$ cat config.mk
export PLATFORM = sky130hd
export DESIGN_NAME = tpi_queue
export DESIGN_NICKNAME = d
export VERILOG_FILES = /design/src/rtl/core/tpi_pkg.sv /design/src/rtl/core/tpi_queue.sv
export SDC_FILE = /design/constraint.sdc
export NUM_CORES = 1
export LEC_CHECK = 0
export ABC_AREA = 1
export BUFFER_PORTS_ARGS = -buffer_cell sky130_fd_sc_hd__buf_2
export CORE_AREA = 4 4 598 600
export CTS_BUF_LIST = sky130_fd_sc_hd__clkbuf_16
export DETAILED_ROUTE_END_ITERATION = 12
export DIE_AREA = 0 0 602 604
export REMOVE_ABC_BUFFERS = 1
export SLEW_MARGIN = 0
export SYNTH_ARGS = -nofsm -noshare
export SYNTH_HDL_FRONTEND = slang
export SYNTH_SLANG_ARGS = --single-unit
$ cat constraint.sdc
create_clock -name clock -period 47.8 [get_ports clock]
set_clock_uncertainty 0.15 [all_clocks]
set_input_delay 4.78 -clock clock [delete_from_list [all_inputs] [get_ports clock]]
set_output_delay 4.78 -clock clock [all_outputs]
set_load 0.02 [all_outputs]
$ cat src/rtl/core/tpi_pkg.sv
// Shared types and constants of the trail point interpolator.
package tpi_pkg;

   localparam int RING_SLOTS  = 64;
   localparam int SLOT_CNT_W  = (RING_SLOTS > 1) ? $clog2(RING_SLOTS) : 1;
   localparam int SLOT_W      = 6;
   localparam int COORD_W     = 32;
   localparam int NUM_W       = COORD_W + 4;
   localparam int NCOORD      = 6;
   localparam int QUEUE_DEPTH = 2;
   localparam int QPTR_W      = (QUEUE_DEPTH > 1) ? $clog2(QUEUE_DEPTH) : 1;
   localparam int QCNT_W      = $clog2(QUEUE_DEPTH + 1);

   // Coordinate order inside a vector: start x, y, z, then end x, y, z.
   typedef logic [NCOORD-1:0][COORD_W-1:0] vec_type;

   typedef enum logic [1:0] {
      KIND_TICK,
      KIND_FIRST,
      KIND_FOLLOW
   } kind_type;

   typedef struct packed {
      logic               mode;
      logic signed [31:0] start_x;
      logic signed [31:0] start_y;
      logic signed [31:0] start_z;
      logic signed [31:0] end_x;
      logic signed [31:0] end_y;
      logic signed [31:0] end_z;
   } req_type;

   typedef struct packed {
      logic [SLOT_W-1:0]  slot;
      logic               active;
      logic signed [31:0] out_start_x;
      logic signed [31:0] out_start_y;
      logic signed [31:0] out_start_z;
      logic signed [31:0] out_end_x;
      logic signed [31:0] out_end_y;
      logic signed [31:0] out_end_z;
      logic               last_of_run;
   } rsp_type;

   typedef struct packed {
      kind_type kind;
      vec_type  prior;
      vec_type  delta_old;
      vec_type  delta_new;
      vec_type  point;
   } entry_type;

endpackage

$ cat src/rtl/core/tpi_queue.sv
// Short register queue between the front and back ends.
module tpi_queue import tpi_pkg::*; (
   input  logic      clock,
   input  logic      reset,
   input  logic      push_valid,
   output logic      push_ready,
   input  entry_type push_entry,
   output logic      pop_valid,
   input  logic      pop_ready,
   output entry_type pop_entry
);

   entry_type         mem_ff [QUEUE_DEPTH];
   logic [QPTR_W-1:0] wr_ptr_ff, wr_ptr_in;
   logic [QPTR_W-1:0] rd_ptr_ff, rd_ptr_in;
   logic [QCNT_W-1:0] count_ff, count_in;
   logic              push, pop;

   assign push_ready = count_ff != QCNT_W'(QUEUE_DEPTH);
   assign pop_valid  = count_ff != '0;
   assign pop_entry  = mem_ff[rd_ptr_ff];
   assign push       = push_valid && push_ready;
   assign pop        = pop_valid && pop_ready;

   always_comb begin
      wr_ptr_in = wr_ptr_ff;
      rd_ptr_in = rd_ptr_ff;
      count_in  = count_ff;
      if (push) begin
         wr_ptr_in = (wr_ptr_ff == QPTR_W'(QUEUE_DEPTH - 1)) ? '0 : wr_ptr_ff + 1'b1;
      end
      if (pop) begin
         rd_ptr_in = (rd_ptr_ff == QPTR_W'(QUEUE_DEPTH - 1)) ? '0 : rd_ptr_ff + 1'b1;
      end
      if (push && !pop) begin
         count_in = count_ff + 1'b1;
      end else if (pop && !push) begin
         count_in = count_ff - 1'b1;
      end
   end

   always_ff @(posedge clock) begin
      if (reset) begin
         wr_ptr_ff <= '0;
         rd_ptr_ff <= '0;
         count_ff  <= '0;
      end else begin
         wr_ptr_ff <= wr_ptr_in;
         rd_ptr_ff <= rd_ptr_in;
         count_ff  <= count_in;
      end
   end

   always_ff @(posedge clock) begin
      if (push) begin
         mem_ff[wr_ptr_ff] <= push_entry;
      end
   end

endmodule

==> results.md <==
- Status: complete, no violations
- Slew @ Worst Pin: 1320 ps
- CP Buf/Inv Count: 6
- Starting Density: 0.162
- Synth Flop Type: edfxtp_1
- Vias in the first global route: 32,500
- Total Wirelength: 271,000 um
- GRT Util Overall: 0.142
- CTS resizes: 0
- Max-Cap Viols: 0
- Pre-CTS setup slack: 37,900 ps
- RePlAce Congestion: 0.947
- Worst-path clk slew: 50 ps
- Grt total ovfl: 0
- Worst VDD drop: 0.0000350 V
- Pins over their slew limit: 0
- Die Y: 604 um
- Delay-heaviest family, CP: buffers and inverters
- DPL Wire Length: 222,000 um
- IO Port Bufs: 1,545
- Setup_tns: 0 ps
- Starting DRT DRC Count: 2,886
- Commonest cells in the netlist: edfxtp_1 (1,540), mux2_2 (470), mux2_4 (300)
- Final Hold Fails: 0
- Sequential element share of the synthesized area: 0.813
- Layout cells sized above 1: 0.615
- Width of the die: 602 um
- TritonCTS Buffers: 181
- Yosys cell types: 15
- Io pins: 1,546
- Clock tree buffer depth: 4
- Synth area leader: edfxtp_1
- Synth async-reset ratio: 0
- Number of H-tree levels: 4
- Synth-to-layout area growth: 34.0%
- Setup violations, final: 0
- Clk Latency, worst-skew pair: 840 ps
- Final WS setup: 37,120 ps
- Worst setup path class: flip-flop to output pin
- Initial antenna violation count: 301
- First-pass GRT wire length: 340,000 um
- Clock Sinks: 1,545
- Synthesis-stage register bit count: 1,545
- Final nets: 4,887
- Warnings, synthesis: 0
- # Post-CTS Setup Buffers: 0
- Hold buffer count at CTS: 0
- Largest stage delay on the critical path: 770 ps
- Via density: 3.61
- CP Capture Type: output pin
- CP Cell Sequence: buf_12 -> buf_4 -> buf_4 -> buf_4 -> buf_4 -> mux2_2 -> buf_2
- Fillers: 36,800
- Most frequent cell after synthesis: edfxtp_1
- Die ar.: 0.364 sq mm
- Largest net degree at the start of global routing: 158
- Cell mode on critical path: buf_4
- Critical Path RT: 42,870 ps
- WL/cell: 30.0 um
- DR pass1 iterations: 5
- Period utilisation layout: 0.223
- Number of routed nets with antenna violations: 0
- Pwr Density: 56.5 mW/mm^2
- Mapped Area: 0.0570 sq mm
- Syn Area/Cell: 23.4 sq um
- CTS tree: yes
- Finished Cell Area: 0.0764 sq mm
- CORE AREA: 0.352 sq mm
- CP max-delay cell: buf_4
- Slew margin rel.: 0.122
- Placement Cell Area: 0.0703 sq mm
- Minimum clock period: 10,680 ps
- Worst setup SP type: flip-flop
- Hold Crit Class: flip-flop to flip-flop
- Root Driver: clkbuf_16
- Leak: 27.7 nW
- Synth top area share: 0.811
- RSZ-0062 raised after global routing: false
- CP Data Arrival Time: 5750 ps
- Post-route DRC: 0
- Post-synth EDFFs: 1,540
- Gate Count Post-Synth: 2,433
- Row count: 218
- Max Freq: 0.0936 GHz
- Vias: 32,700
- Main area contributors after synthesis: edfxtp_1 (81%), mux2_2 (9.3%), mux2_4 (7.9%)
- Critical path fanouts, max: 106
## path summary, 6_finish.rpt
path / to / slack (ps) / depth (start not counted) / start
max reg2reg: mem_ff[1][76] / 42900 / 9 / count_ff[0]
min reg2reg: rd_ptr_ff / 360 / 2 / rd_ptr_ff
max: pop_entry[405] / 37120 / 7 / flip-flop
min: rd_ptr_ff / 360 / 2 / rd_ptr_ff
## power breakdown
group          internal (W)  switching, W  leakage, nW
Sequential          0.00172     0.0000468         14.4
Clock              0.000809      0.000586         3.04
Combinational      0.000391      0.000766         10.3
## registers in the layout (all words and copies together) (netlist names), named ones only
signal / flops
mem_ff: 1540
count_ff: 2
rd_ptr_ff: 1
wr_ptr_ff: 1
## cell usage in the layout (no fill, tap or decap)
cell type	count
a21oi_1	2
buf_12	3
buf_2	1545
buf_4	34
bufinv_16	21
clkbuf_16	181
clkinv_1	35
clkinv_16	4
clkinv_2	31
clkinv_4	8
clkinv_8	4
clkinvlp_4	4
dfxtp_1	4
dfxtp_4	1
diode_2	73
edfxtp_1	1540
ha_1	1
inv_1	40
inv_16	2
inv_6	5
inv_8	3
mux2_2	470
mux2_4	300
nand2_1	9
nand3_1	2
nand4_1	1
nor2_1	5
nor2_4	2
o21ai_0	2
## per-layer routing
metal / up-vias / share of wire / GRT usage / routed length (um)
met1: 16600 / 0.38 / 0.164 / 102000
met5: - / 0.0040 / 0 / 1100
li1: 13200 / - / - / -
met2: 1948 / 0.46 / 0.231 / 126000
met4: 164 / 0.044 / 0.0494 / 12100
met3: 735 / 0.11 / 0.0644 / 30400
## layout make-up
cell class | count | area, sq um | share of cell area
inverters | 8 | 30.0 | 0.000393
flip-flops and latches | 1545 | 46300 | 0.607
well taps | 4730 | 5920 | 0.0774
clock buffers | 181 | 4530 | 0.0593
diodes | 73 | 183 | 0.00239
repair buffers | 1582 | 8050 | 0.105
multi-input cells | 794 | 9920 | 0.130
clock inverters | 149 | 1440 | 0.0188
## per-stage QoR
| step | std cells | hold slack (ps) | util | total power [W] |
|---|---|---|---|---|
| 2_1_floorplan | 2347 | 315 | - | 0.00306 |
| 3_3_place_gp | 8659 | 327 | 0.200 | 0.00297 |
| 3_5_place_dp | 8659 | 340 | 0.200 | 0.00298 |
| 4_1_cts | 8989 | 355 | 0.216 | 0.00441 |
| 5_1_grt | 9001 | 413 | 0.217 | 0.00449 |
| 6_report | 9062 | 355 | 0.217 | 0.00432 |
## cell families after synthesis
group	Yosys count	share of synthesized area
DFF	1545	0.813
muxes	770	0.172
AOI/OAI and AO/OA	4	0.000351
adders and majority gates	1	0.000219
buffers and inverters	94	0.0136
and+or+nand+nor	19	0.00134
## worst min-delay path: stages (launching register included)
cell and delay (ps):
dfxtp_1 330, a21oi_1 50, nor2_1 90
No activity file was read; power rests on OpenSTA's default activity.
