<file path="src/rtl/core/tpi_pkg.sv">
// Shared types and constants of the trail point interpolator.
package tpi_pkg;

   localparam int RING_SLOTS  = 64;
   localparam int SLOT_CNT_W  = (RING_SLOTS > 1) ? $clog2(RING_SLOTS) : 1;
   localparam int SLOT_W      = 6;
   localparam int COORD_W     = 32;
   localparam int NUM_W       = COORD_W + 4;
   localparam int NCOORD      = 6;
   localparam int QUEUE_DEPTH = 2;
   localparam int QPTR_W      = (QUEUE_DEPTH > 1) ? $clog2(QUEUE_DEPTH) : 1;
   localparam int QCNT_W      = $clog2(QUEUE_DEPTH + 1);

   // Coordinate order inside a vector: start x, y, z, then end x, y, z.
   typedef logic [NCOORD-1:0][COORD_W-1:0] vec_type;

   typedef enum logic [1:0] {
      KIND_TICK,
      KIND_FIRST,
      KIND_FOLLOW
   } kind_type;

   typedef struct packed {
      logic               mode;
      logic signed [31:0] start_x;
      logic signed [31:0] start_y;
      logic signed [31:0] start_z;
      logic signed [31:0] end_x;
      logic signed [31:0] end_y;
      logic signed [31:0] end_z;
   } req_type;

   typedef struct packed {
      logic [SLOT_W-1:0]  slot;
      logic               active;
      logic signed [31:0] out_start_x;
      logic signed [31:0] out_start_y;
      logic signed [31:0] out_start_z;
      logic signed [31:0] out_end_x;
      logic signed [31:0] out_end_y;
      logic signed [31:0] out_end_z;
      logic               last_of_run;
   } rsp_type;

   typedef struct packed {
      kind_type kind;
      vec_type  prior;
      vec_type  delta_old;
      vec_type  delta_new;
      vec_type  point;
   } entry_type;

endpackage

</file>
<file path="src/rtl/core/tpi_front.sv">
// Front end: classify each item, keep prior point and motion deltas.
module tpi_front import tpi_pkg::*; (
   input  logic      clock,
   input  logic      reset,
   input  logic      req_valid,
   output logic      req_ready,
   input  req_type   req_data,
   output logic      push_valid,
   output entry_type push_entry,
   input  logic      push_ready
);

   logic    prev_add_ff, prev_add_in;
   vec_type prior_ff, prior_in;
   vec_type delta_ff, delta_in;
   vec_type new_vec;
   logic    accept;

   assign new_vec = {req_data.end_z, req_data.end_y, req_data.end_x,
                     req_data.start_z, req_data.start_y, req_data.start_x};

   assign req_ready  = push_ready;
   assign push_valid = req_valid;
   assign accept     = req_valid && push_ready;

   always_comb begin
      push_entry.prior     = prior_ff;
      push_entry.delta_old = delta_ff;
      push_entry.point     = new_vec;
      for (int i = 0; i < NCOORD; i++) begin
         push_entry.delta_new[i] = new_vec[i] - prior_ff[i];
      end
      if (!req_data.mode) begin
         push_entry.kind = KIND_TICK;
      end else if (!prev_add_ff) begin
         push_entry.kind = KIND_FIRST;
      end else begin
         push_entry.kind = KIND_FOLLOW;
      end

      prev_add_in = prev_add_ff;
      prior_in    = prior_ff;
      delta_in    = delta_ff;
      if (accept) begin
         prev_add_in = req_data.mode;
         if (req_data.mode) begin
            prior_in = new_vec;
            // A first add starts from rest; a following add records its motion.
            delta_in = prev_add_ff ? push_entry.delta_new : '0;
         end
      end
   end

   always_ff @(posedge clock) begin
      if (reset) begin
         prev_add_ff <= 1'b0;
         prior_ff    <= '0;
         delta_ff    <= '0;
      end else begin
         prev_add_ff <= prev_add_in;
         prior_ff    <= prior_in;
         delta_ff    <= delta_in;
      end
   end

endmodule

</file>
<file path="config.mk">
export PLATFORM = sky130hd
export DESIGN_NAME = tpi_front
export DESIGN_NICKNAME = d
export VERILOG_FILES = /design/src/rtl/core/tpi_pkg.sv /design/src/rtl/core/tpi_front.sv
export SDC_FILE = /design/constraint.sdc
export NUM_CORES = 1
export LEC_CHECK = 0
export ABC_AREA = 1
export BUFFER_PORTS_ARGS = -buffer_cell sky130_fd_sc_hd__buf_2
export CAP_MARGIN = 20
export CORE_AREA = 8 8 368 370
export CTS_CLUSTER_SIZE = 16
export DETAILED_ROUTE_END_ITERATION = 8
export DIE_AREA = 0 0 376 378
export SLEW_MARGIN = 20
export SYNTH_ARGS = -nofsm -noshare
export SYNTH_HDL_FRONTEND = slang
export SYNTH_SLANG_ARGS = --single-unit
</file>
<file path="constraint.sdc">
create_clock -name clock -period 2.55 [get_ports clock]
set_clock_uncertainty 0.15 [all_clocks]
set_input_delay 0.51 -clock clock [delete_from_list [all_inputs] [get_ports clock]]
set_output_delay 0.51 -clock clock [all_outputs]
set_load 0.05 [all_outputs]
</file>
==> results.toml <==
[timing]
worst_slack_ns = -0.713
worstMarginPinSlew_ns = 0.478
period_share_pct = 128
grt_setup_unrepaired = "yes"
setup_violations = 185
hold_ws_ns = 0.0571
fmax_ghz = 0.306
relSlewSlack_pct = 68.1
fin_crit_ns = 3.26
slew_violations = 0
hold_viol = 0

[placement]
dpl.hpwl_um = 132000
pre_cts_ws_ns = -0.662
port_buffers = 968
gp_congestion = 0.950
placedCellCount = 8095

[worst_setup_path]
reg2reg_setup_slack_ns = -0.02
critical-path-top-delay-family = "buffers and inverters"
path_buf_inv = 4
cp_slowest_cell = "ha_4"
critical_path_class = "flop to output port"
path_max_fanout = 4
start_kind = "flop"
arrival_ns = 2.60
crit_required_ns = 1.89
end_kind = "output port"
cpMostUsedCell = "nand2_2"
max_stage_delay_ns = 0.36
crit_chain = "clkinvlp_4 > ha_4 > nand2_4 > inv_2 > nand2_2 > nor3_2 > nand2_1 > nand2_2 > buf_4 > xor2_4 > buf_8"

[detailed_routing]
top_layer_used = "met5"
met3RoutedLength_um = 13100
dr_wl_met2_um = 80500
first_iter_violations = 1871
antenna_left = 0
totalWireLength_um = 166000
first_pass_iters = 5
viasPerCell = 4.43
vias = 37400
drc = 0
wl_per_cell_um = 19.7
route.layer.met1.wl_um = 66700

[floorplanning]
core_mm2 = 0.130
dieHeight_um = 378
dieWidth_um = 376
boundaryPins = 969
initial_core_util_pct = 22.8
die-area_mm2 = 0.142
num_rows = 133

[yosys]
synthCells = 4907
synthDistinctLibCells = 27
synthTopCellsByArea = "dfxtp_1, nand2_1, inv_1"
ys_warn_count = 0
syn_area_mm2 = 0.0297
synth.ff_latch_count = 385
syn_area_per_cell_um2 = 6.05
yosysSeqAreaShare_pct = 26.0
synth_largest_area_cell = "dfxtp_1"
synth.top_cell.area_share_pct = 26.0
syn_nets = 5302

[global_routing]
grt_pass1_wl_um = 235000
grt_pass1_vias = 37200
grt_overflow = 0
grt_start_max_net_pins = 102
track_usage_pct = 21.6
antenna_found_initial = 35

[finish]
seq_area_mm2 = 0.00812
layout.cells.non_filler = 8445
final.fill_count = 12900
areaGrowthSynthToFinish_pct = 90.8
multi_input_area_mm2 = 0.0253
drive_gt1_share_pct = 56.8
nets = 7025

[pwr]
pwr-share-seq_pct = 20.2
combPwrFrac_pct = 53.9
total_leakage_power_nw = 28.0
power_density_mw_per_mm2 = 549
pwr-share-clk_pct = 25.9
p_int_mw = 17.8
ir_worst_vdd_mv = 0.483
sw_frac_of_total_pct = 42.7
netSwitchingPower_mw = 13.3

[hold_path]
hp-class = "input port to flop"

[clock_network]
cts_made_buffers = 52
clk_path_buf_depth = 3
cts_tree = "built"
clockRootBuffer = "clkbuf_16"
clk_latency_ns = 0.64
htree_num_levels = 2
clk_pin_slew_ns = 0.06
cts_sinks = 385

[outcome]
outcome = "finished, violations left"
violations = "setup timing"

[run]
drv_cap = 0
[power groups by stage]
| stage | clock network [mW] | logic, mW | registers (mW) |
|---|---|---|---|
| 3_3_place_gp | 0 | 12.9 | 6.39 |
| 4_1_cts | 8.23 | 15.5 | 6.29 |
| 5_1_grt | 8.45 | 17.6 | 6.31 |
| 2_1_floorplan | 0 | 7.23 | 7.01 |
| 6_report | 8.04 | 16.8 | 6.30 |
| 3_5_place_dp | 0 | 12.9 | 6.40 |
[registers in the layout, indices dropped and copies added, names as in the netlist]
register     count
push_entry     384
prev_add_ff      1
[area by class of cell]
cell class              instances  share of cell area (%)
clock buffers                  68                    2.68
multi-input cells            3291                    44.7
flip-flops and latches        385                    14.3
clock inverters                29                   0.555
repair buffers               1993                    27.4
well taps                    1755                    3.88
inverters                     907                    6.39
diodes                         17                  0.0751
[routing by layer]
| metal | vias to the layer above | global-route usage (%) |
|---|---|---|
| li1 | 18300 | - |
| met1 | 17600 | 25.4 |
| met2 | 1164 | 37.7 |
| met3 | 269 | 6.31 |
| met4 | 2 | 6.89 |
| met5 | - | 0 |
[worst reg2reg max path, delay by kind of cell (launching register included)]
| kind | cells | cell delay [ns] |
|---|---|---|
| AO/OA/AOI/OAI | 1 | 0.05 |
| adder cells (fa/ha/maj) | 1 | 0.32 |
| buffers and inverters | 10 | 1.00 |
| flip-flops | 1 | 0.36 |
| AND/OR/NAND/NOR | 8 | 0.59 |
[synthesized netlist by cell type (all sizes together)]
library cell  count
ha              192
o21bai            9
inv             907
xor2             96
fa                6
nand4            15
dfxtp           385
nand2          1692
a211oi          180
clkbuf           77
nor3             17
nand3b           12
a21o              6
nor2            421
buf             247
a21oi           323
nand3           223
and2             99
[cell families (layout without fill, tap and decap cells)]
family | after synthesis | after routing | share of synthesized area, %
simple gates | 2479 | 2479 | 33.9
flops | 385 | 385 | 26.0
fa+ha+maj | 198 | 198 | 8.50
xor+xnor | 96 | 96 | 3.01
other cells | 0 | 17 | 0
compound gates | 518 | 518 | 10.4
buf+inv | 1231 | 2997 | 18.2
[through the flow]
stage,total power [mW],util [%],instance area [um2],setup TNS [ns]
final,31.1,43.5,56600,-94.29
after global routing,32.4,43.5,56600,-114.66
after CTS,30.0,40.8,53100,-102.02
after detailed placement,19.3,34.0,44300,-63.76
after global placement,19.3,34.0,44300,-60.49
after floorplan,14.2,-,31900,-1.28
[what timing repair did]
item                                    in CTS  in global routing
endpoints found under the setup margin     190                194
hold buffers                                38                  0
resized for setup                         1349                864
hold endpoints to repair                    38                  0
pin swaps                                  309                505
setup buffers                              158                117
[path summary, 6_finish.rpt]
kind                                                   start                            to  depth (start not counted)
worst max register to register  push_entry[713]$_SDFFE_PP0P_  push_entry[537]$_SDFFE_PP0P_                         20
worst min-delay path                           req_data[148]  push_entry[628]$_SDFFE_PP0P_                          3
worst min register to register  push_entry[542]$_SDFFE_PP0P_  push_entry[542]$_SDFFE_PP0P_                          2
worst max-delay path            push_entry[682]$_SDFFE_PP0P_               push_entry[302]                         11
[placed cells by master (no fill, tap or decap), drive strengths merged]
cell         instances
clkinvlp             5
nand3b              12
clkbuf              69
nand3              223
clkinv              16
xor2                96
a211oi             180
a21o                 6
inv                909
dlygate4sd3         38
a21oi              323
bufinv               6
nor3                17
ha                 192
o21bai               9
and2                99
nand4               15
fa                   6
buf               1954
dfxtp              385
nor2               421
nand2             1692
diode               17
No activity file was read; power rests on OpenSTA's default activity.
